$ cat src/bcm_pkg.sv
`default_nettype none
package bcm_pkg;

   localparam int MAX_ENTRIES  = 256;
   localparam int BLOCK_WORDS  = 32;
   localparam int IDX_W        = $clog2(MAX_ENTRIES);
   localparam int CNT_W        = $clog2(MAX_ENTRIES + 1);
   localparam int WIDX_W       = $clog2(BLOCK_WORDS);
   localparam int LEN_W        = $clog2(BLOCK_WORDS + 1);
   localparam int TAG_W        = 12;
   localparam int STAMP_W      = 32;
   localparam int WORD_W       = 64;
   localparam int FIFO_DEPTH   = 4;
   localparam int FIFO_PTR_W   = $clog2(FIFO_DEPTH);
   localparam int MIN_ENTRIES  = 2;

   localparam logic [1:0] MODE_LOOKUP = 2'd0;
   localparam logic [1:0] MODE_INSERT = 2'd1;
   localparam logic [1:0] MODE_UPDATE = 2'd2;
   localparam logic [1:0] MODE_RSVD   = 2'd3;

   localparam logic CSR_ENABLE  = 1'b0;
   localparam logic CSR_ENTRIES = 1'b1;

   typedef enum logic [2:0] {
      ST_OK   = 3'd0,
      ST_MISS = 3'd1,
      ST_BAD  = 3'd2,
      ST_DUP  = 3'd3,
      ST_OFF  = 3'd4
   } status_type;

   typedef enum logic [1:0] {
      OP_LOOKUP,
      OP_INSERT,
      OP_UPDATE,
      OP_BAD
   } op_type;

   typedef struct packed {
      logic [1:0]        mode;
      logic [3:0]        disk_id;
      logic [7:0]        block_id;
      logic [WORD_W-1:0] data_word;
      logic              last_word;
   } req_type;

   typedef struct packed {
      status_type        status;
      logic [WORD_W-1:0] read_word;
      logic              run_last;
      logic [31:0]       hit_total;
      logic [31:0]       query_total;
   } rsp_type;

   typedef struct packed {
      op_type            op;
      logic [TAG_W-1:0]  tag;
      logic [WORD_W-1:0] word;
      logic              last;
   } task_type;

   typedef struct packed {
      logic             enable;
      logic [CNT_W-1:0] entries;
   } cfg_type;

endpackage
`default_nettype wire

$ cat src/bcm_front.sv
`default_nettype none
module bcm_front (
   input  wire logic             clock,
   input  wire logic             reset,
   input  wire logic             push,
   output logic                  full,
   input  wire bcm_pkg::req_type req_data,
   output logic                  head_valid,
   output bcm_pkg::task_type     head,
   input  wire logic             head_take
);

   bcm_pkg::task_type                 queue_ff [bcm_pkg::FIFO_DEPTH];
   logic [bcm_pkg::FIFO_PTR_W-1:0]    wr_ptr_ff, wr_ptr_in;
   logic [bcm_pkg::FIFO_PTR_W-1:0]    rd_ptr_ff, rd_ptr_in;
   logic [bcm_pkg::FIFO_PTR_W:0]      count_ff, count_in;
   bcm_pkg::task_type                 classified;
   logic                              do_push, do_pop;

   // classify: disk and block fields span the geometry exactly, so no range fault
   always_comb begin
      case (req_data.mode)
         bcm_pkg::MODE_LOOKUP: classified.op = bcm_pkg::OP_LOOKUP;
         bcm_pkg::MODE_INSERT: classified.op = bcm_pkg::OP_INSERT;
         bcm_pkg::MODE_UPDATE: classified.op = bcm_pkg::OP_UPDATE;
         default:              classified.op = bcm_pkg::OP_BAD;
      endcase
      classified.tag  = {req_data.disk_id, req_data.block_id};
      classified.word = req_data.data_word;
      classified.last = req_data.last_word;
   end

   assign full       = (count_ff == (bcm_pkg::FIFO_PTR_W+1)'(bcm_pkg::FIFO_DEPTH));
   assign head_valid = (count_ff != '0);
   assign head       = queue_ff[rd_ptr_ff];
   assign do_push    = push && !full;
   assign do_pop     = head_take && head_valid;

   always_comb begin
      wr_ptr_in = do_push ? wr_ptr_ff + 1'b1 : wr_ptr_ff;
      rd_ptr_in = do_pop  ? rd_ptr_ff + 1'b1 : rd_ptr_ff;
      count_in  = count_ff;
      if (do_push && !do_pop) begin
         count_in = count_ff + 1'b1;
      end else if (do_pop && !do_push) begin
         count_in = count_ff - 1'b1;
      end
   end

   always_ff @(posedge clock) begin
      if (reset) begin
         wr_ptr_ff <= '0;
         rd_ptr_ff <= '0;
         count_ff  <= '0;
      end else begin
         wr_ptr_ff <= wr_ptr_in;
         rd_ptr_ff <= rd_ptr_in;
         count_ff  <= count_in;
      end
      if (do_push) begin
         queue_ff[wr_ptr_ff] <= classified;
      end
   end

endmodule
`default_nettype wire

$ cat config.mk
export PLATFORM = sky130hd
export DESIGN_NAME = bcm_front
export DESIGN_NICKNAME = d
export VERILOG_FILES = /design/src/bcm_pkg.sv /design/src/bcm_front.sv
export SDC_FILE = /design/constraint.sdc
export NUM_CORES = 1
export LEC_CHECK = 0
export BUFFER_PORTS_ARGS = -buffer_cell sky130_fd_sc_hd__buf_4
export CAP_MARGIN = 20
export CORE_MARGIN = 2
export CORE_UTILIZATION = 53
export CTS_BUF_LIST = sky130_fd_sc_hd__clkbuf_8
export DETAILED_ROUTE_END_ITERATION = 10
export PLACE_DENSITY = 0.77
export SLEW_MARGIN = 5
export SYNTH_ARGS = -nofsm -noshare
export SYNTH_HDL_FRONTEND = slang
export SYNTH_SLANG_ARGS = --single-unit
export TNS_END_PERCENT = 1
$ cat constraint.sdc
create_clock -name clock -period 3.2 [get_ports clock]
set_input_delay 0.32 -clock clock [delete_from_list [all_inputs] [get_ports clock]]
set_output_delay 0.32 -clock clock [all_outputs]
set_load 0.02 [all_outputs]
==> metrics.txt <==
# TYPE chip_impl_metric gauge
chip_impl_metric{name="gp_congestion",unit=""} 0.7330
chip_impl_info{name="crit_path_start_kind",value="flip-flop"} 1
chip_impl_metric{name="post_drt_via_cell_ratio",unit=""} 5.443
chip_impl_info{name="tritoncts",value="built"} 1
chip_impl_metric{name="route.antenna.remaining_nets",unit=""} 0
chip_impl_info{name="layout_common_cells",value="sky130_fd_sc_hd__edfxtp_1 (316), sky130_fd_sc_hd__buf_4 (165), sky130_fd_sc_hd__dlygate4sd3_1 (80), sky130_fd_sc_hd__mux4_2 (79), sky130_fd_sc_hd__clkbuf_8 (53)"} 1
chip_impl_metric{name="num-nets-final",unit=""} 835
chip_impl_metric{name="clock_path_buffers",unit=""} 3
chip_impl_metric{name="tritoncts.num_buffers",unit=""} 50
chip_impl_info{name="outcome",value="finished clean"} 1
chip_impl_metric{name="grt_first_pass_wirelength",unit="mm"} 34.43
chip_impl_metric{name="tns",unit="ns"} 0
chip_impl_metric{name="finalCritPeriodShare",unit="%"} 84.26
chip_impl_metric{name="first_global_vias",unit=""} 6172
chip_impl_metric{name="route.final.wire_length",unit="mm"} 22.54
chip_impl_metric{name="number_of_nets_produced_by_synthesis",unit=""} 552
chip_impl_info{name="critical_path_class",value="reg2out"} 1
chip_impl_info{name="holdCritStartpoint",value="push"} 1
chip_impl_info{name="rr_endpoint",value="count_ff[2]$_SDFFE_PP0P_"} 1
chip_impl_metric{name="antenna_found_initial",unit=""} 0
chip_impl_metric{name="timing.clock.skew",unit="ns"} 0.02825
chip_impl_metric{name="n_antenna_cell",unit=""} 0
chip_impl_metric{name="dp.final_hpwl",unit="mm"} 13.27
chip_impl_metric{name="post_drt_wl_per_cell",unit="µm"} 21.25
chip_impl_metric{name="post_synth_instance_area",unit="mm²"} 0.01185
chip_impl_metric{name="core_area",unit="mm²"} 0.02189
chip_impl_metric{name="smallest_hold_slack",unit="ns"} 0.1752
chip_impl_metric{name="timing.max_slew.rel_slack",unit="%"} 58.98
chip_impl_info{name="grt_setup_unrepaired",value="no"} 1
chip_impl_metric{name="port_buffers",unit=""} 163
chip_impl_metric{name="synth.yosys.seq_area_share",unit="%"} 81.61
chip_impl_info{name="crit-reg2reg-launch",value="count_ff[0]$_SDFFE_PP0P_"} 1
chip_impl_metric{name="synthToLayoutAreaGrowth",unit="%"} 27.93
chip_impl_metric{name="regToRegSetupSlack",unit="ns"} 0.92
chip_impl_metric{name="arrival_time_of_data_at_the_critical_path_endpoint",unit="ns"} 2.38
chip_impl_metric{name="cts.sinks",unit=""} 325
chip_impl_metric{name="critical_path_peak_fanout",unit=""} 29
chip_impl_metric{name="n_fill_cell",unit=""} 1367
chip_impl_metric{name="power.density_cell_area",unit="mW/mm²"} 763.8
chip_impl_metric{name="holdPathStages",unit=""} 4
chip_impl_metric{name="global_route.usage.total",unit="%"} 19.14
chip_impl_metric{name="fp-row-count",unit=""} 54
chip_impl_info{name="synth_top_flop_cell",value="sky130_fd_sc_hd__edfxtp_1"} 1
chip_impl_metric{name="drt_pre_antenna_iters",unit=""} 5
chip_impl_metric{name="vias",unit=""} 5775
chip_impl_metric{name="io_pins",unit=""} 164
chip_impl_metric{name="hold_violations",unit=""} 0
chip_impl_metric{name="multiInputGateArea",unit="mm²"} 0.002049
chip_impl_metric{name="period_minus_slack",unit="ns"} 2.696
chip_impl_metric{name="detail_route.iter0.violations",unit=""} 391
chip_impl_metric{name="fp.dieArea",unit="mm²"} 0.02357
chip_impl_metric{name="max-cap-violations",unit=""} 0
chip_impl_metric{name="post_cts.resized_instances",unit=""} 0
chip_impl_metric{name="tightestPinTransition",unit="ns"} 0.6153
chip_impl_metric{name="post_synth_num_cell_types",unit=""} 22
chip_impl_metric{name="finalSetupViolCount",unit=""} 0
chip_impl_metric{name="reg2reg_depth",unit=""} 8
chip_impl_metric{name="die-height",unit="µm"} 153.5
chip_impl_metric{name="final_max_slew_viol_count",unit=""} 0
chip_impl_metric{name="floorplan.initialDensity",unit="%"} 54.13
chip_impl_metric{name="drc_errors",unit=""} 0
chip_impl_metric{name="synth_edf_count",unit=""} 316
chip_impl_metric{name="data_required_time_at_the_worst_endpoint",unit="ns"} 2.88
chip_impl_metric{name="grt_overflow_total",unit=""} 0
chip_impl_metric{name="dieWidth",unit="µm"} 153.5
chip_impl_metric{name="synth_warnings",unit=""} 0
chip_impl_metric{name="cts_max_level",unit=""} 2
chip_impl_metric{name="regArea",unit="mm²"} 0.009677
chip_impl_metric{name="drive_gt1_share",unit="%"} 40.20
chip_impl_metric{name="syn-instance-count",unit=""} 463
chip_impl_metric{name="ys_ff_latch",unit=""} 325
chip_impl_metric{name="static-leakage-power",unit="nW"} 5.227
chip_impl_info{name="most_common_library_cell_in_the_layout_ignoring_fill_and_taps",value="sky130_fd_sc_hd__edfxtp_1"} 1
chip_impl_info{name="hold-path-endpoint",value="wr_ptr_ff[0]$_SDFFE_PP0P_"} 1
chip_impl_info{name="hp-class",value="in2reg"} 1
chip_impl_metric{name="clock.fmax",unit="GHz"} 0.3709
chip_impl_info{name="timing.critical_path.to_type",value="primary output"} 1
chip_impl_metric{name="largest_net_degree_at_the_start_of_global_routing",unit=""} 52
chip_impl_info{name="root_buffer",value="sky130_fd_sc_hd__clkbuf_8"} 1
chip_impl_metric{name="ys_async_sr_fraction",unit="%"} 0
chip_impl_metric{name="max-vdd-ir-drop",unit="µV"} 416.8
chip_impl_metric{name="insertion_delay",unit="ns"} 0.56
chip_impl_metric{name="cts.clk_slew.worst_paths",unit="ns"} 0.06
chip_impl_metric{name="syn-mean-instance-area",unit="µm²"} 25.59
timing repair:
| item | 4_1_cts | 5_1_grt |
|---|---|---|
| buffers inserted | 0 | 0 |
| endpoints found under the hold margin | 324 | 0 |
| hold buffers | 80 | 0 |
final cells by class:
type / instances / share of cell area [%]
Inverter: 4 / 0.09905
Timing Repair Buffer: 252 / 14.38
Tap cell: 280 / 2.311
Multi-Input combinational cell: 113 / 13.52
Clock buffer: 53 / 4.812
Clock inverter: 34 / 1.040
Sequential cell: 325 / 63.84
through the flow:
stage                     instance area [µm²]  power (mW)  setup WS [ns]  util [%]  instances
after detailed placement                13470       8.594         0.9054     61.53        894
after CTS                               15160       11.72         0.3973     69.24       1061
after global routing                    15160       12.08         0.3215     69.24       1061
after floorplan                         11850       7.366       0.008056         -        463
after global placement                  13470       8.522          1.008     61.53        894
final                                   15160       11.58         0.5036     69.24       1061
worst max-delay path: stages, from the launching register on:
cell	delay [ns]
sky130_fd_sc_hd__dfxtp_4	0.75
sky130_fd_sc_hd__buf_4	0.35
sky130_fd_sc_hd__mux4_2	0.55
sky130_fd_sc_hd__buf_4	0.18
layer usage:
metal | part of all wire, % | vias up | GRT usage, %
li1 | - | 2544 | -
met1 | 42 | 2973 | 26.61
met2 | 49 | 223 | 30.39
met3 | 7.2 | 35 | 5.214
met4 | 1.9 | 0 | 5.723
met5 | 0 | - | 0
cell usage after synthesis (2+ instances only):
cell                       count  area, µm²
sky130_fd_sc_hd__ha_1          5      62.56
sky130_fd_sc_hd__clkbuf_1      9      33.78
sky130_fd_sc_hd__dfxtp_1       9      180.2
sky130_fd_sc_hd__buf_2         9      45.04
sky130_fd_sc_hd__nor2_1        6      22.52
sky130_fd_sc_hd__or3_1         3      18.77
sky130_fd_sc_hd__mux2i_1       2      20.02
sky130_fd_sc_hd__edfxtp_1    316       9489
sky130_fd_sc_hd__a21oi_1       2      10.01
sky130_fd_sc_hd__xor2_1        4      35.03
sky130_fd_sc_hd__mux4_2       79       1779
sky130_fd_sc_hd__nand2b_1      2      12.51
sky130_fd_sc_hd__o21ai_0       2      10.01
sky130_fd_sc_hd__and2_1        4      25.02
sky130_fd_sc_hd__inv_1         4      15.01
flip-flops by register name, summed over array words and instances (netlist names), named ones only:
name and cells:
queue_ff 316, count_ff 3, wr_ptr_ff 2, rd_ptr_ff 2
where the power goes:
part | switching, mW | leakage (nW) | total [mW] | internal, mW
Combinational | 1.60 | 1.74 | 3.18 | 1.58
Clock | 1.44 | 0.514 | 3.04 | 1.59
Sequential | 0.240 | 2.97 | 5.36 | 5.12
how the worst max path moves through the flow:
stage,from,to
floorplan,count_ff[0]$_SDFFE_PP0P_,queue_ff[1][0]$_DFFE_PP_
global placement,count_ff[0]$_SDFFE_PP0P_,count_ff[2]$_SDFFE_PP0P_
detailed placement,count_ff[0]$_SDFFE_PP0P_,count_ff[2]$_SDFFE_PP0P_
CTS,flip-flop,head[42]
global route,flip-flop,head[42]
finish,flip-flop,head[42]
cells by family (layout without fill, tap and decap cells):
kind of cell,count (synthesis),after routing,synth area share [%]
DFF,325,325,81.61
and+or+nand+nor,16,16,0.7286
buffers and inverters,25,343,1.183
xor gates and xnor gates,4,4,0.2956
muxes,81,81,15.18
AOI/OAI and AO/OA,6,6,0.3063
adders and majority gates,6,6,0.6969
Power figures use the tool's default switching activity.
